$ cat src/rtl/snha_pkg.sv
// Shared types, constants and helper functions for the subnet next-host block.
// No dependencies; every other file in rtl/ uses this package by scoped names.
package snha_pkg;

  localparam int unsigned AddrW = 32;
  localparam int unsigned TotW  = 31;
  localparam int unsigned HbW   = 5;

  // One remainder cell per dividend bit.
  localparam int unsigned NumCells = AddrW;

  localparam logic [AddrW-1:0] MaskReset   = 32'hFFFF_FF00;
  localparam logic [HbW-1:0]   MaxHostBits = 5'd31;

  typedef logic [AddrW-1:0] addr_t;
  typedef logic [TotW-1:0]  total_t;

  // Payload handed from cell to cell along the remainder chain.
  typedef struct packed {
    addr_t  cur;
    addr_t  network;
    addr_t  bcast;
    addr_t  off;
    addr_t  shf;
    addr_t  rem;
    total_t total;
  } div_pl_t;

  // Payload between the two output stages.
  typedef struct packed {
    addr_t cand;
    addr_t last;
    addr_t network;
    logic  hit;
    logic  step_nz;
  } tail_pl_t;

  // Host total for a mask: the lowest set bit among bits 1 to 31 gives the
  // host bit count, which saturates at 31 when none of those bits is set.
  function automatic total_t host_total(addr_t mask);
    logic [HbW-1:0] hb;
    logic [AddrW-1:0] full;
    hb = MaxHostBits;
    for (int b = AddrW - 1; b >= 1; b--) begin
      if (mask[b]) begin
        hb = HbW'(b);
      end
    end
    full = (addr_t'(1) << hb) - addr_t'(1);
    return full[TotW-1:0];
  endfunction

endpackage

$ cat src/rtl/snha_cell.sv
// One cell of the remainder chain: a single restoring-division step.
// Depends on snha_pkg for the payload type.
module snha_cell (
  input  logic              clk,
  input  logic              rst,
  input  logic              in_valid,
  input  snha_pkg::div_pl_t in_pl,
  output logic              in_ready,
  output logic              out_valid,
  output snha_pkg::div_pl_t out_pl,
  input  logic              out_ready
);

  snha_pkg::addr_t   shifted;
  snha_pkg::addr_t   divisor;
  snha_pkg::div_pl_t pl_next;

  // Bring down the next dividend bit and subtract the divisor when it fits.
  // The partial remainder stays below the divisor, so its top bit is zero.
  always_comb begin
    shifted      = {in_pl.rem[snha_pkg::AddrW-2:0], in_pl.shf[snha_pkg::AddrW-1]};
    divisor      = {1'b0, in_pl.total};
    pl_next      = in_pl;
    pl_next.shf  = {in_pl.shf[snha_pkg::AddrW-2:0], 1'b0};
    pl_next.rem  = (shifted >= divisor) ? (shifted - divisor) : shifted;
  end

  // The cell takes an item whenever it is empty or its neighbor takes its item.
  assign in_ready = !out_valid || out_ready;

  always_ff @(posedge clk) begin
    if (rst) begin
      out_valid <= 1'b0;
    end else if (in_ready) begin
      out_valid <= in_valid;
    end
  end

  always_ff @(posedge clk) begin
    if (in_ready && in_valid) begin
      out_pl <= pl_next;
    end
  end

endmodule

$ cat config.mk
export PLATFORM = sky130hd
export DESIGN_NAME = snha_cell
export DESIGN_NICKNAME = d
export VERILOG_FILES = /design/src/rtl/snha_pkg.sv /design/src/rtl/snha_cell.sv
export SDC_FILE = /design/constraint.sdc
export NUM_CORES = 1
export LEC_CHECK = 0
export CAP_MARGIN = 25
export CORE_AREA = 5 5 173 175
export DETAILED_ROUTE_END_ITERATION = 10
export DIE_AREA = 0 0 178 180
export DONT_BUFFER_PORTS = 1
export MAX_ROUTING_LAYER = met4
export PLACE_DENSITY = 0.49
export SKIP_LAST_GASP = 1
export SLEW_MARGIN = 20
export SYNTH_ARGS = -nofsm -noshare
export SYNTH_HDL_FRONTEND = slang
export SYNTH_SLANG_ARGS = --single-unit
export TNS_END_PERCENT = 30
$ cat constraint.sdc
create_clock -name clk -period 21 [get_ports clk]
set_input_delay 3.15 -clock clk [delete_from_list [all_inputs] [get_ports clk]]
set_output_delay 3.15 -clock clk [all_outputs]
set_load 0.01 [all_outputs]
==> qor.json <==
{
  "drt-wirelength-per-cell_microns": 26.32,
  "tightestPinTransition_ps": 995.7,
  "gp_routability_congestion": 0.8128,
  "slew_headroom_pct": 33.62,
  "switching_share_pct": 24.95,
  "finalHoldWorstSlack_ps": 661.2,
  "critPathKind": "in -> out",
  "routed_via_density": 4.744,
  "hold_path_class": "reg -> reg",
  "ir_drop_v": 0.00004502,
  "ys_seq_elements": 223,
  "clkPwrFrac_pct": 38.2,
  "grt_start_max_net_pins": 81,
  "first_iter_violations": 260,
  "synth-edff-count": 222,
  "required_time_of_the_critical_path_ps": 17850,
  "crit_path_top_delay_cell": "nand2b_1",
  "pwr-share-seq_pct": 54.3,
  "mappedNetlistNets": 814,
  "maximum_fanout_count_along_the_critical_path": 3,
  "die_height_microns": 180,
  "start_util_pct": 31.09,
  "power.density_nw_per_um2": 103.9,
  "finalCriticalPeriod_ps": 6499,
  "synth_top_area_share_pct": 75.74,
  "utilization_pct": 35.34,
  "cts.sinks": 223,
  "cts_buffer_depth": 3,
  "dp_hpwl_microns": 19880,
  "status": "finished, final reports clean",
  "drv_cap": 0,
  "skew_ps": 7.294,
  "detailed_place.area_sq_um": 9240,
  "report.power.total_mw": 1.040,
  "ys_top_cells_by_area": "edfxtp_1 76%, ha_1 4.4%, nand2_1 2.2%, o21ai_0 1.9%, a21oi_1 1.8%",
  "timing.critical_path.arrival_ps": 3350,
  "grt_pass1_vias": 4785,
  "cp_cell_sequence": "nand2b_1",
  "start_of_the_worst_register_to_register_path": "out_valid",
  "stdcell_count": 981,
  "rsz0062_at_grt": "no",
  "grt_antenna_before_repair": 7,
  "cts-resized-gates": 0,
  "dp_worst_setup_slack_ps": 14100,
  "tritoncts": "built",
  "cpLargestDelayFamily": "simple AND/OR/NAND/NOR gates",
  "min_from": "out_valid",
  "library_cell_with_the_largest_summed_area_after_synthesis": "edfxtp_1",
  "synth.top_cells.by_count": "222 x edfxtp_1, 52 x nand2_1, 40 x inv_1",
  "final_net_count": 830,
  "placeableCoreArea_sq_um": 28310,
  "area_enclosed_by_the_die_boundary_sq_um": 32040,
  "hold_viol_final": 0,
  "crit_buf_inv": 0,
  "numCtsBuffers": 24,
  "syn_inst": 555,
  "yosys_warnings": 0,
  "drive_above_1_share_pct": 9.338,
  "detail_route.first_pass.iterations": 4,
  "synthesis.area_per_instance_sq_um": 15.86,
  "met3_wirelength_microns": 3263,
  "worstSetupStartpoint": "out_ready",
  "asyncSetResetFlopFracSynth_pct": 0,
  "area_delta_synth_final_pct": 13.69,
  "critPathCaptureType": "primary output",
  "count_of_endpoints_failing_setup_in_the_final_report": 0,
  "finish.instance_area_sq_um": 10010,
  "clkTransAtPathRegs_ps": 60,
  "drt-total-wl_microns": 25820,
  "power.switching_mw": 0.2595,
  "synth_area_sq_um": 8802,
  "rows": 62,
  "die_width_microns": 178,
  "design.portCount": 452,
  "static-leakage-power_nw": 3.574,
  "synth_sequential_area_ratio_pct": 75.96,
  "ys_dominant_reg_cell": "edfxtp_1",
  "post-place-cells": 929,
  "buffers_on_ports": 0,
  "slew_violations": 0,
  "route.layer.met1.wl_microns": 8557,
  "cts_htree_levels": 1,
  "fin_setup_tns_ps": 0,
  "insertion_delay_ps": 510,
  "highest_layer": "met4",
  "crit_path_max_incr_delay_ps": 200,
  "post-synth-top-count-cell": "edfxtp_1",
  "drc": 0,
  "final.setup.worst_slack_ps": 14500,
  "cts.hold.buffers_added": 0,
  "grt.total_usage_pct": 15.25,
  "buffer_count_from_post_cts_setup_fixing": 0,
  "synthDistinctLibCells": 55,
  "share_of_the_clock_period_used_by_the_worst_path_after_layout_pct": 30.95,
  "p_comb_share_pct": 7.5,
  "met2_wirelength_microns": 13510,
  "first_pass_grt_wire_length_microns": 34990,
  "max_freq_ghz": 0.1539,
  "total_gr_overflow": 0,
  "intPower_mw": 0.7805,
  "cp-start-kind": "input pin",
  "vias": 4654,
  "cts_root_buffer": "clkbuf_16",
  "final_antenna_net_count": 0
}
[metal layers]
layer,track usage (%),vias to the layer above
li1,-,2137
met1,14.20,2229
met2,27.31,249
met3,8.172,39
met4,3.527,0
met5,-,-
[sequential cells by signal, summed over array words and instances (netlist names)]
register / flops
out_pl: 222
out_valid: 1
[cell type report]
type / count / area, sq um
diodes: 8 / 20.02
repair buffers: 3 / 22.52
clock inverters: 17 / 113.9
inverters: 40 / 150.1
multi-input cells: 279 / 1901
fillers: 2700 / 18310
well taps: 384 / 480.5
flip-flops and latches: 223 / 6686
clock buffers: 27 / 633.1
[cells by family after synthesis]
kind of cell / count (synthesis) / synth area share (%)
DFF: 223 / 75.96
AOI/OAI and AO/OA: 123 / 9.368
and+or+nand+nor: 98 / 5.004
buffers and inverters: 53 / 2.473
adders and majority gates: 32 / 4.634
xor gates and xnor gates: 24 / 2.388
other: 1 / 0.04260
muxes: 1 / 0.1279
[final timing paths]
path | to | slack [ps] | depth (start not counted)
worst min-delay path | out_valid | 660 | 2
worst min register to register | out_valid | 660 | 2
worst max register to register | out_pl[106] | 17440 | 4
worst max-delay path | in_ready | 14500 | 1
[placed cells by master, fill, tap and decap left out, types with 4 or more instances in the layout]
cell type,instances
xor2_1,12
ha_1,31
inv_1,40
clkinvlp_4,4
a21o_1,13
o21a_1,5
nand2b_1,6
o21ai_1,6
clkinv_2,6
nor2_1,14
nand3_1,6
nand2_1,52
edfxtp_1,222
nand4_1,4
o31ai_2,5
nor2b_1,5
a21oi_1,31
clkbuf_16,25
o21ai_0,33
nor3_1,4
diode_2,8
xnor2_1,12
[worst min-delay path, cell delays in order, from the launching register on]
cell and delay (ps):
dfxtp_1 340, nand2b_1 180, a21oi_1 100
[power by group through the flow]
stage          clock network (mW)  registers (mW)  logic [mW]
5_1_grt                     0.433           0.566      0.0886
6_report                    0.397           0.564      0.0783
4_1_cts                     0.412           0.567      0.0799
2_1_floorplan                   0           0.568      0.0628
3_3_place_gp                    0           0.576      0.0779
3_5_place_dp                    0           0.575      0.0797
(Power assumes the default switching activity.)
