File: config.mk
export PLATFORM = sky130hd
export DESIGN_NAME = snha_tail
export DESIGN_NICKNAME = d
export VERILOG_FILES = /design/src/rtl/snha_pkg.sv /design/src/rtl/snha_tail.sv
export SDC_FILE = /design/constraint.sdc
export NUM_CORES = 1
export LEC_CHECK = 0
export BUFFER_PORTS_ARGS = -buffer_cell sky130_fd_sc_hd__buf_4
export CORE_ASPECT_RATIO = 0.7
export CORE_MARGIN = 5
export CORE_UTILIZATION = 30
export DETAILED_ROUTE_END_ITERATION = 16
export GPL_TIMING_DRIVEN = 0
export PLACE_DENSITY = 0.59
export SLEW_MARGIN = 20
export SYNTH_ARGS = -nofsm -noshare
export SYNTH_HDL_FRONTEND = slang
export SYNTH_SLANG_ARGS = --single-unit
File: constraint.sdc
create_clock -name clk -period 6.8 [get_ports clk]
set_input_delay 1.02 -clock clk [delete_from_list [all_inputs] [get_ports clk]]
set_output_delay 1.02 -clock clk [all_outputs]
set_load 0.02 [all_outputs]
File: src/rtl/snha_pkg.sv
// Shared types, constants and helper functions for the subnet next-host block.
// No dependencies; every other file in rtl/ uses this package by scoped names.
package snha_pkg;

  localparam int unsigned AddrW = 32;
  localparam int unsigned TotW  = 31;
  localparam int unsigned HbW   = 5;

  // One remainder cell per dividend bit.
  localparam int unsigned NumCells = AddrW;

  localparam logic [AddrW-1:0] MaskReset   = 32'hFFFF_FF00;
  localparam logic [HbW-1:0]   MaxHostBits = 5'd31;

  typedef logic [AddrW-1:0] addr_t;
  typedef logic [TotW-1:0]  total_t;

  // Payload handed from cell to cell along the remainder chain.
  typedef struct packed {
    addr_t  cur;
    addr_t  network;
    addr_t  bcast;
    addr_t  off;
    addr_t  shf;
    addr_t  rem;
    total_t total;
  } div_pl_t;

  // Payload between the two output stages.
  typedef struct packed {
    addr_t cand;
    addr_t last;
    addr_t network;
    logic  hit;
    logic  step_nz;
  } tail_pl_t;

  // Host total for a mask: the lowest set bit among bits 1 to 31 gives the
  // host bit count, which saturates at 31 when none of those bits is set.
  function automatic total_t host_total(addr_t mask);
    logic [HbW-1:0] hb;
    logic [AddrW-1:0] full;
    hb = MaxHostBits;
    for (int b = AddrW - 1; b >= 1; b--) begin
      if (mask[b]) begin
        hb = HbW'(b);
      end
    end
    full = (addr_t'(1) << hb) - addr_t'(1);
    return full[TotW-1:0];
  endfunction

endpackage

File: src/rtl/snha_tail.sv
// Two output stages: pool bounds and candidate, then wrap and the result register.
// Depends on snha_pkg for the payload types.
module snha_tail (
  input  logic              clk,
  input  logic              rst,
  input  logic              in_valid,
  input  snha_pkg::div_pl_t in_pl,
  output logic              in_ready,
  output logic              out_valid,
  output snha_pkg::addr_t   next_address,
  input  logic              out_ready
);

  logic               a_valid;
  logic               a_ready;
  snha_pkg::tail_pl_t a_pl;
  snha_pkg::tail_pl_t a_next;
  snha_pkg::addr_t    total32;
  snha_pkg::addr_t    step;
  snha_pkg::addr_t    res_next;

  // First stage: last address, end-of-pool hit, reduced step and candidate.
  always_comb begin
    total32        = {1'b0, in_pl.total};
    a_next.network = in_pl.network;
    a_next.last    = (in_pl.bcast != '0) ? (in_pl.bcast - snha_pkg::addr_t'(1)) : '0;
    a_next.hit     = (in_pl.cur == a_next.last) || (in_pl.cur == in_pl.bcast);
    step           = (in_pl.off > total32) ? in_pl.rem : in_pl.off;
    a_next.cand    = in_pl.cur + step + snha_pkg::addr_t'(1);
    a_next.step_nz = (step != '0);
  end

  assign a_ready  = !out_valid || out_ready;
  assign in_ready = !a_valid || a_ready;

  always_ff @(posedge clk) begin
    if (rst) begin
      a_valid <= 1'b0;
    end else if (in_ready) begin
      a_valid <= in_valid;
    end
  end

  always_ff @(posedge clk) begin
    if (in_ready && in_valid) begin
      a_pl <= a_next;
    end
  end

  // Second stage: restart at the first host, wrap past the last address, or keep.
  always_comb begin
    if (a_pl.hit) begin
      res_next = a_pl.network + snha_pkg::addr_t'(1);
    end else if (a_pl.step_nz && (a_pl.cand > a_pl.last)) begin
      res_next = a_pl.network + (a_pl.cand - a_pl.last);
    end else begin
      res_next = a_pl.cand;
    end
  end

  always_ff @(posedge clk) begin
    if (rst) begin
      out_valid <= 1'b0;
    end else if (a_ready) begin
      out_valid <= a_valid;
    end
  end

  always_ff @(posedge clk) begin
    if (a_ready && a_valid) begin
      next_address <= res_next;
    end
  end

endmodule

==> impl_metrics.py, run 1 <==
metrics = {
    "run": {
        "maxCapViolations": 0,
    },
    "drt": {
        "top_layer": "met5",
        "wl_met1_um": 22000,
        "wl_met2_um": 19400,
        "postRouteAntennaNets": 0,
        "drt_iter0_markers": 1014,
        "drc": 0,
        "wire_per_inst_um": 20.4,
        "vias": 11600,
        "firstDrtPassIters": 5,
        "wl_met3_um": 3980,
        "wirelength_um": 46400,
        "vias_per_cell": 5.09,
    },
    "yosys": {
        "yosysSeqAreaShare_pct": 30.2,
        "async_flop_share_pct": 0,
        "synthesis.nets": 1824,
        "yosys.area.top_type": "edfxtp_1",
        "avgSynthCellArea_um2": 9.11,
        "syn-instance-count": 1433,
        "synth-compound-area-share_pct": 15.7,
        "synth_top_family_by_area": "adder cells",
        "synthMuxAreaShare_pct": 3.98,
        "synth_edf_count": 130,
        "synth_cell_types": 69,
        "synth_area_mm2": 0.0130,
        "yosys.area_share.simple_pct": 15.3,
        "synth-xor-area-share_pct": 10.1,
        "dominantRegCellSynth": "edfxtp_1",
        "synthAdderAreaFrac_pct": 17.6,
        "yosys-top-cells-area": "edfxtp_1 (30%), ha_1 (13%), xnor2_1 (7.2%)",
        "synth_top_area_share_pct": 29.9,
        "yosysWarnings": 0,
        "ys_seq_elements": 132,
    },
    "sta": {
        "max_slew_margin_pct": 45.7,
        "hold_viol_final": 0,
        "rsz0062_at_grt": "no",
        "final.setup.tns_ns": 0,
        "worst_slack_ns": 0.603,
        "layout_min_cycle_time_ns": 6.20,
        "slew_viol_final": 0,
        "fin_crit_sh_pct": 91.1,
        "max_freq_ghz": 0.161,
        "worst-slew-pin-transition_ns": 0.815,
        "setup_viol": 0,
        "fin_skew_ns": 0.0164,
    },
    "pwr": {
        "power_leakage_uw": 0.00705,
        "p_per_area_mw_per_mm2": 229,
        "ir_drop_mv": 0.203,
    },
    "floorplan": {
        "fp.dieW_um": 259,
        "dieArea_mm2": 0.0478,
        "start_util_pct": 30.6,
        "ios": 261,
        "fp.dieH_um": 184,
        "core-area_mm2": 0.0426,
        "rows": 63,
    },
    "clocking": {
        "clockBufferDepth": 2,
        "tritoncts": "yes",
        "cts.sinks": 132,
        "cts.root.buffer_cell": "clkbuf_16",
        "insertion_delay_ns": 0.43,
        "cts-resized-gates": 0,
        "clk_pin_slew_ns": 0.07,
        "htreeDepth": 4,
        "holdBufCountCts": 0,
        "postCtsSetupBuffers": 0,
        "numCtsBuffers": 17,
    },
    "grt": {
        "grt.overflow.total": 0,
        "grt_first_pass_wirelength_um": 69100,
        "grt_antenna_before_repair": 3,
        "grt_max_degree": 56,
        "grt_pass1_vias": 11500,
        "grt_util_all_layers_pct": 18.9,
    },
    "placement": {
        "place_area_mm2": 0.0155,
        "io_buffers": 223,
        "dp_slack_ns": 0.125,
        "place.gp.congestion": 1.02,
        "place_hpwl_um": 39500,
    },
    "final_layout": {
        "fin_area_mm2": 0.0161,
        "layout-area-overhead-vs-synth_pct": 23.5,
        "layout-drive-gt1-share_pct": 18.5,
        "seqCellArea_mm2": 0.00394,
        "fin_nets": 2068,
        "multi_input_area_mm2": 0.00819,
        "fill_cells": 4297,
    },
    "critical_path": {
        "endpoint_kind": "flip-flop",
        "arrival_ns": 6.36,
        "critPathLaunchType": "primary input",
        "required_ns": 6.97,
        "critPathKind": "in -> reg",
        "worstPathMaxFanout": 10,
    },
    "status": {
        "status": "completed",
    },
    "worst_hold_path": {
        "min_path_type": "reg -> reg",
    },
}
[per-stage QoR]
stage / cells / util (%) / total power (µW) / hold WS [ns]
after global routing: 2274 / 37.8 / 3940 / 0.559
after CTS: 2274 / 37.8 / 3690 / 0.520
after detailed placement: 2243 / 36.4 / 2740 / 0.510
after floorplan: 1433 / - / 2200 / 0.478
after global placement: 2241 / 36.2 / 2710 / 0.490
final: 2275 / 37.8 / 3690 / 0.516
[where the power goes]
| part | switching, µW | internal (µW) |
|---|---|---|
| Sequential | 77.1 | 1020 |
| Clock | 391 | 551 |
| Combinational | 956 | 696 |
| Total | 1420 | 2270 |
[cell type report]
class,instances,share of cell area [%]
Clock buffer,17,2.64
Multi-Input combinational cell,1060,50.9
Tap cell,585,4.54
Sequential cell,132,24.5
Buffer,32,0.847
Timing Repair Buffer,225,10.7
Inverter,209,4.87
Antenna cell,1,0.0155
Clock inverter,14,1.06
[worst max-delay path, stage by stage]
cell	delay (ns)
buf_4	0.08
inv_1	0.03
ha_1	0.30
a21o_1	0.19
a21o_1	0.17
a21oi_1	0.13
o21ai_0	0.14
o31ai_1	0.28
a21bo_2	0.16
clkbuf_1	0.33
buf_1	0.51
mux2_2	0.42
ha_1	0.33
o21a_1	0.18
o21ai_0	0.16
o31ai_1	0.29
o221ai_1	0.22
o31ai_1	0.59
o21ba_2	0.27
a311oi_1	0.13
o31a_1	0.27
xnor2_1	0.15
[path summary, 6_finish.rpt]
| check | endpoint | depth (start not counted) | from | slack (ns) |
|---|---|---|---|---|
| setup reg to reg | next_address[30] | 13 | a_pl[4] | 2.61 |
| hold reg to reg | out_valid | 2 | a_valid | 0.52 |
| setup / recovery | a_pl[97] | 22 | in_pl[9] | 0.60 |
| hold / removal | out_valid | 2 | a_valid | 0.52 |
[cells in the mapped netlist, types with 32 or more instances]
cell type / number
ha_1: 132
o21ai_0: 50
nand2_1: 69
nand4_1: 38
edfxtp_1: 130
a21oi_1: 89
nor4_1: 32
nor2_1: 101
fa_1: 32
nor3_1: 40
xnor2_1: 107
inv_1: 209
a21o_1: 44
xor2_1: 44
[layer usage]
metal	GRT usage [%]	vias to the layer above
met5	0	-
met4	4.90	4
met3	4.03	56
met2	28.8	465
met1	27.5	5421
li1	-	5631
[cells by family (layout without fill, tap and decap cells)]
| group | Yosys count | count (layout) |
|---|---|---|
| AO/OA/AOI/OAI | 309 | 309 |
| flip-flops | 132 | 132 |
| multiplexers | 48 | 48 |
| XOR/XNOR | 151 | 151 |
| buffers and inverters | 241 | 497 |
| adder cells (fa/ha/maj) | 164 | 164 |
| AND/OR/NAND/NOR | 388 | 388 |
| other | 0 | 1 |
[cell usage in the layout (no fill, tap or decap), types with 5 or more instances in the layout]
cell type,Yosys,layout
clkbuf_1,25,25
clkbuf_16,0,17
o21a_1,11,11
fa_1,32,32
or4_1,9,9
nor4_1,32,32
nor3_1,40,40
nand3_1,22,22
o21ai_0,50,50
a211oi_1,25,25
o211ai_1,5,5
ha_1,132,132
nor3b_1,10,10
or2_2,8,8
mux2i_1,17,17
o31ai_1,10,10
nor2b_1,13,12
buf_4,0,223
edfxtp_1,130,130
and3_1,7,7
o311ai_0,5,5
xnor2_1,107,107
nand2b_1,10,10
mux2_2,31,31
nand2_1,69,69
or3_1,7,7
nor2_1,101,101
nand4_1,38,38
a21o_1,44,44
inv_1,209,209
xor2_1,44,44
a31oi_1,7,7
a21oi_1,89,89
o21bai_1,7,7
[sequential cells by signal, indices dropped and copies added, names as in the netlist]
signal,count
a_pl,98
out_valid,1
next_address,32
a_valid,1
Power figures use the tool's default switching activity.
==> run 2: changes to the inputs <==
--- a/config.mk
+++ b/config.mk
@@ -12,6 +12,7 @@
 export DETAILED_ROUTE_END_ITERATION = 16
 export GPL_TIMING_DRIVEN = 0
 export PLACE_DENSITY = 0.59
+export REMOVE_ABC_BUFFERS = 1
 export SLEW_MARGIN = 20
 export SYNTH_ARGS = -nofsm -noshare
 export SYNTH_HDL_FRONTEND = slang
==> run 2 against run 1 <==
  * Hold slack better by 0.019 ns
  * Setup slack gained 0.13 ns
  * Largest power group unchanged
  * Critical path depth is 2 lower
==> impl_metrics.py, run 2 (synthesis results as in run 1) <==
metrics = {
    "status": {
        "status": "completed",
    },
    "clocking": {
        "clockBufferDepth": 2,
        "insertion_delay_ns": 0.43,
        "clk_pin_slew_ns": 0.06,
        "cts.sinks": 132,
        "cts.root.buffer_cell": "clkbuf_16",
        "htreeDepth": 4,
        "holdBufCountCts": 0,
        "cts-resized-gates": 0,
        "tritoncts": "yes",
        "postCtsSetupBuffers": 0,
        "numCtsBuffers": 17,
    },
    "pwr": {
        "ir_drop_mv": 0.183,
        "p_per_area_mw_per_mm2": 230,
        "power_leakage_uw": 0.00711,
        "power_uw": 3730,
    },
    "critical_path": {
        "reg2reg_slack_ns": 2.37,
        "path_cells": "buf_4 > inv_1 > ha_1 > a21o_1 > a21o_1 > a21oi_1 > o21ai_0 > o31ai_1 > a21bo_2 > mux2_2 > ha_1 > o21a_1 > o21ai_0 > o31ai_1 > o221ai_1 > o31ai_1 > o21ba_2 > a311oi_1 > o31a_1 > xnor2_1",
        "worstPathMaxFanout": 34,
        "worstReg2RegEnd": "next_address[30]",
        "critPathLaunchType": "primary input",
        "crit_top_cell": "o31ai_1",
        "required_ns": 6.96,
        "timing.critical_path.slowest_stage_cell": "a21bo_2",
        "arrival_ns": 6.23,
        "critPathMaxStageDelay_ns": 0.71,
        "reg2reg_depth": 13,
        "critPathKind": "in -> reg",
        "worstReg2RegStart": "a_pl[4]",
        "endpoint_kind": "flip-flop",
    },
    "sta": {
        "worst_slack_ns": 0.731,
        "worst-slew-pin-transition_ns": 0.828,
        "max_slew_margin_pct": 44.4,
        "max_freq_ghz": 0.165,
        "fin_skew_ns": 0.0137,
        "hold_viol_final": 0,
        "hold_slack_ns": 0.535,
        "setup_viol": 0,
        "fin_crit_sh_pct": 89.2,
        "layout_min_cycle_time_ns": 6.07,
        "slew_viol_final": 0,
        "rsz0062_at_grt": "no",
    },
    "floorplan": {
        "fp.dieW_um": 259,
        "start_util_pct": 30.6,
        "rows": 63,
        "core-area_mm2": 0.0426,
        "dieArea_mm2": 0.0478,
        "ios": 261,
        "fp.dieH_um": 184,
    },
    "grt": {
        "grt_util_all_layers_pct": 19.0,
        "grt.overflow.total": 0,
        "grt_pass1_vias": 11400,
        "grt_antenna_before_repair": 2,
        "grt_first_pass_wirelength_um": 69700,
        "grt_max_degree": 59,
    },
    "placement": {
        "io_buffers": 228,
        "dp_slack_ns": 0.296,
        "place.gp.congestion": 0.967,
        "place_hpwl_um": 38800,
    },
    "worst_hold_path": {
        "hp-start": "a_valid",
        "min_to": "out_valid",
        "whs_path_depth": 2,
        "min_path_type": "reg -> reg",
    },
    "drt": {
        "vias_per_cell": 5.09,
        "wirelength_um": 45900,
        "drt_iter0_markers": 751,
        "drc": 0,
        "vias": 11500,
        "wire_per_inst_um": 20.4,
        "postRouteAntennaNets": 0,
        "firstDrtPassIters": 5,
    },
    "final_layout": {
        "final_util_pct": 37.9,
        "fill_cells": 4298,
        "fin_nets": 2047,
        "reg.largest.list": "a_pl (98), next_address (32)",
        "seqCellArea_mm2": 0.00394,
        "multi_input_area_mm2": 0.00821,
        "layout-area-overhead-vs-synth_pct": 24.0,
        "layout_common_cells": "buf_4 (228), inv_1 (209), ha_1 (132)",
        "largest_register": "a_pl",
        "final_common_cell": "buf_4",
        "layout-drive-gt1-share_pct": 19.2,
        "largest_reg_flops": 98,
    },
    "run": {
        "maxCapViolations": 0,
    },
}
run 2: routing by layer:
metal	share of wire (%)	GRT usage [%]
met5	0.022	0
met3	7.8	4.35
met1	49	28.0
met2	42	28.4
met4	1.4	3.93
run 2: worst max path at each step:
stage	start	to	slack, ns
5_1_grt	in_pl[9]	a_pl[97]	0.37
3_3_place_gp	a_pl[35]	next_address[30]	-0.37
6_report	in_pl[9]	a_pl[97]	0.73
3_5_place_dp	in_pl[9]	a_pl[97]	0.30
2_1_floorplan	in_pl[9]	a_pl[97]	1.40
4_1_cts	in_pl[9]	a_pl[97]	0.73
run 2: final cells by class:
type | count | area share, %
multi-input cells | 1060 | 50.7
diodes | 1 | 0.0155
clock inverters | 14 | 1.24
flip-flops and latches | 132 | 24.4
repair buffers | 236 | 11.6
clock buffers | 18 | 2.65
well taps | 585 | 4.52
inverters | 209 | 4.85
run 2: through the flow:
| stage | instances | instance area, µm² | TNS [ns] |
|---|---|---|---|
| after floorplan | 1401 | 12900 | 0 |
| after global placement | 2214 | 15400 | -3.06 |
| after detailed placement | 2222 | 15600 | 0 |
| after CTS | 2254 | 16200 | 0 |
| after global routing | 2255 | 16200 | 0 |
| final | 2255 | 16200 | 0 |
run 2: worst max-delay path, delay by kind of cell:
| kind | cells | cell delay [ns] |
|---|---|---|
| xor gates and xnor gates | 1 | 0.15 |
| adders and majority gates | 2 | 0.67 |
| AOI/OAI and AO/OA | 14 | 3.77 |
| muxes | 1 | 0.47 |
| buffers and inverters | 2 | 0.12 |
run 2: power by group:
part / leakage (µW) / internal (µW) / switching [µW]
clock network: 0.000300 / 619 / 390
registers: 0.00127 / 1020 / 70.0
logic: 0.00554 / 701 / 926
total: 0.00711 / 2340 / 1390
==> run 3: changes to the inputs <==
--- a/config.mk
+++ b/config.mk
@@ -8,10 +8,10 @@
 export BUFFER_PORTS_ARGS = -buffer_cell sky130_fd_sc_hd__buf_4
 export CORE_ASPECT_RATIO = 0.7
 export CORE_MARGIN = 5
-export CORE_UTILIZATION = 30
+export CORE_UTILIZATION = 57
 export DETAILED_ROUTE_END_ITERATION = 16
 export GPL_TIMING_DRIVEN = 0
-export PLACE_DENSITY = 0.59
+export PLACE_DENSITY_LB_ADDON = 0.2
 export REMOVE_ABC_BUFFERS = 1
 export SLEW_MARGIN = 20
 export SYNTH_ARGS = -nofsm -noshare
==> run 3 against run 2 <==
  * Sequential power hardly changed
  * Maximum frequency is 1.8% lower
  * Global-route usage is 13 points higher
  * Core utilization is 32 points higher
  * Non-clock buffer count is 1 higher
  * Combinational power hardly changed
  * Largest cell class unchanged
==> impl_metrics.py, run 3 (synthesis results as in run 1) <==
metrics = {
    "sta": {
        "max_freq_ghz": 0.162,
        "fin_crit_sh_pct": 90.9,
        "hold_viol_final": 0,
        "rsz0062_at_grt": "no",
        "layout_min_cycle_time_ns": 6.18,
        "setup_viol": 0,
        "max_slew_margin_pct": 43.9,
        "fin_skew_ns": 0.0110,
        "slew_viol_final": 0,
        "worst-slew-pin-transition_ns": 0.830,
    },
    "status": {
        "status": "completed",
    },
    "critical_path": {
        "required_ns": 6.97,
        "critPathLaunchType": "primary input",
        "worstPathMaxFanout": 34,
        "critPathKind": "in -> reg",
        "endpoint_kind": "flip-flop",
        "reg2reg_slack_ns": 2.15,
        "arrival_ns": 6.35,
    },
    "drt": {
        "postRouteAntennaNets": 0,
        "wirelength_um": 42100,
        "vias": 11900,
        "firstDrtPassIters": 6,
        "wire_per_inst_um": 21.2,
        "drc": 0,
        "drt_iter0_markers": 1402,
        "vias_per_cell": 6.02,
    },
    "final_layout": {
        "reg.largest.list": "a_pl (98), next_address (32)",
        "layout-drive-gt1-share_pct": 19.1,
        "largest_register": "a_pl",
        "layout_common_cells": "buf_4 (228), inv_1 (209), ha_1 (132)",
        "n_antenna_cell": 0,
        "final_common_cell": "buf_4",
        "layout-area-overhead-vs-synth_pct": 21.3,
        "fill_cells": 1825,
        "largest_reg_flops": 98,
        "finalNonFillerCells": 1982,
        "fin_nets": 2048,
    },
    "clocking": {
        "cts.sinks": 132,
        "clk_pin_slew_ns": 0.06,
        "numCtsBuffers": 17,
        "postCtsSetupBuffers": 0,
        "clockBufferDepth": 2,
        "insertion_delay_ns": 0.43,
        "htreeDepth": 4,
        "cts-resized-gates": 0,
        "holdBufCountCts": 0,
        "tritoncts": "yes",
        "cts.root.buffer_cell": "clkbuf_16",
    },
    "placement": {
        "io_buffers": 228,
        "place.gp.congestion": 0.961,
        "place_inst": 1950,
        "place_hpwl_um": 34500,
    },
    "grt": {
        "grt_first_pass_wirelength_um": 64700,
        "grt_max_degree": 48,
        "grt_pass1_vias": 11700,
        "grt_util_all_layers_pct": 32.1,
        "grt_antenna_before_repair": 1,
        "grt.overflow.total": 0,
    },
    "pwr": {
        "p_per_area_mw_per_mm2": 237,
        "ir_drop_mv": 0.115,
        "power_uw": 3750,
        "power_leakage_uw": 0.00712,
    },
    "floorplan": {
        "fp.dieH_um": 137,
        "start_util_pct": 57.7,
        "dieArea_mm2": 0.0261,
        "ios": 261,
        "rows": 46,
        "core-area_mm2": 0.0226,
        "fp.dieW_um": 191,
    },
    "run": {
        "maxCapViolations": 0,
    },
    "worst_hold_path": {
        "min_path_type": "reg -> reg",
    },
}
-- run 3: routing by layer --
metal  global-route usage, %  up-vias  part of all wire [%]
met4                    7.93        2                   2.3
met3                    7.62       76                   9.8
met1                    45.8     5614                    45
met5                       0        -                 0.031
li1                        -     5598                     -
met2                    49.8      633                    43
-- run 3: final timing paths --
check                                start               end  depth (start not counted)
worst min-delay path               a_valid         out_valid                          2
worst max-delay path            in_pl[104]          a_pl[97]                         19
worst min register to register     a_valid         out_valid                          2
worst max register to register     a_pl[4]  next_address[30]                         13
-- run 3: final cells by class --
type	instances	area, µm²	share of cell area, %
Tap cell	312	390	2.47
Inverter	209	785	4.95
Clock buffer	23	458	2.89
Multi-Input combinational cell	1060	8210	51.9
Timing Repair Buffer	237	1870	11.8
Sequential cell	132	3940	24.9
Clock inverter	9	178	1.12
-- run 3: power breakdown --
part | internal, µW | total (µW) | switching, µW
logic | 705 | 1640 | 936
clock network | 660 | 1020 | 357
registers | 1020 | 1090 | 70.7
total | 2380 | 3750 | 1360
-- run 3: stage by stage --
step	instance area (µm²)	TNS, ns	hold WS (ns)	setup slack [ns]	utilization (%)
floorplan	12900	0	0.478	1.40	-
global placement	15000	-3.18	0.497	-0.395	66.4
detailed placement	15200	0	0.511	0.292	67.2
CTS	15800	0	0.519	0.749	70.0
global route	15800	0	0.563	0.340	70.0
finish	15800	0	0.521	0.620	70.0
-- run 3: critical path, cell delays in order --
cell and delay, ns:
buf_4 0.12, ha_1 0.29, a21o_1 0.19, a21o_1 0.18
a21oi_1 0.19, o21ai_0 0.12, o31ai_1 0.26, a21bo_2 0.72
mux2_2 0.42, ha_1 0.36, and3_1 0.20, a21bo_2 0.26
a21oi_1 0.22, o221ai_1 0.26, o31ai_1 0.64, o21ba_2 0.29
a311oi_1 0.15, o31a_1 0.28, xnor2_1 0.15
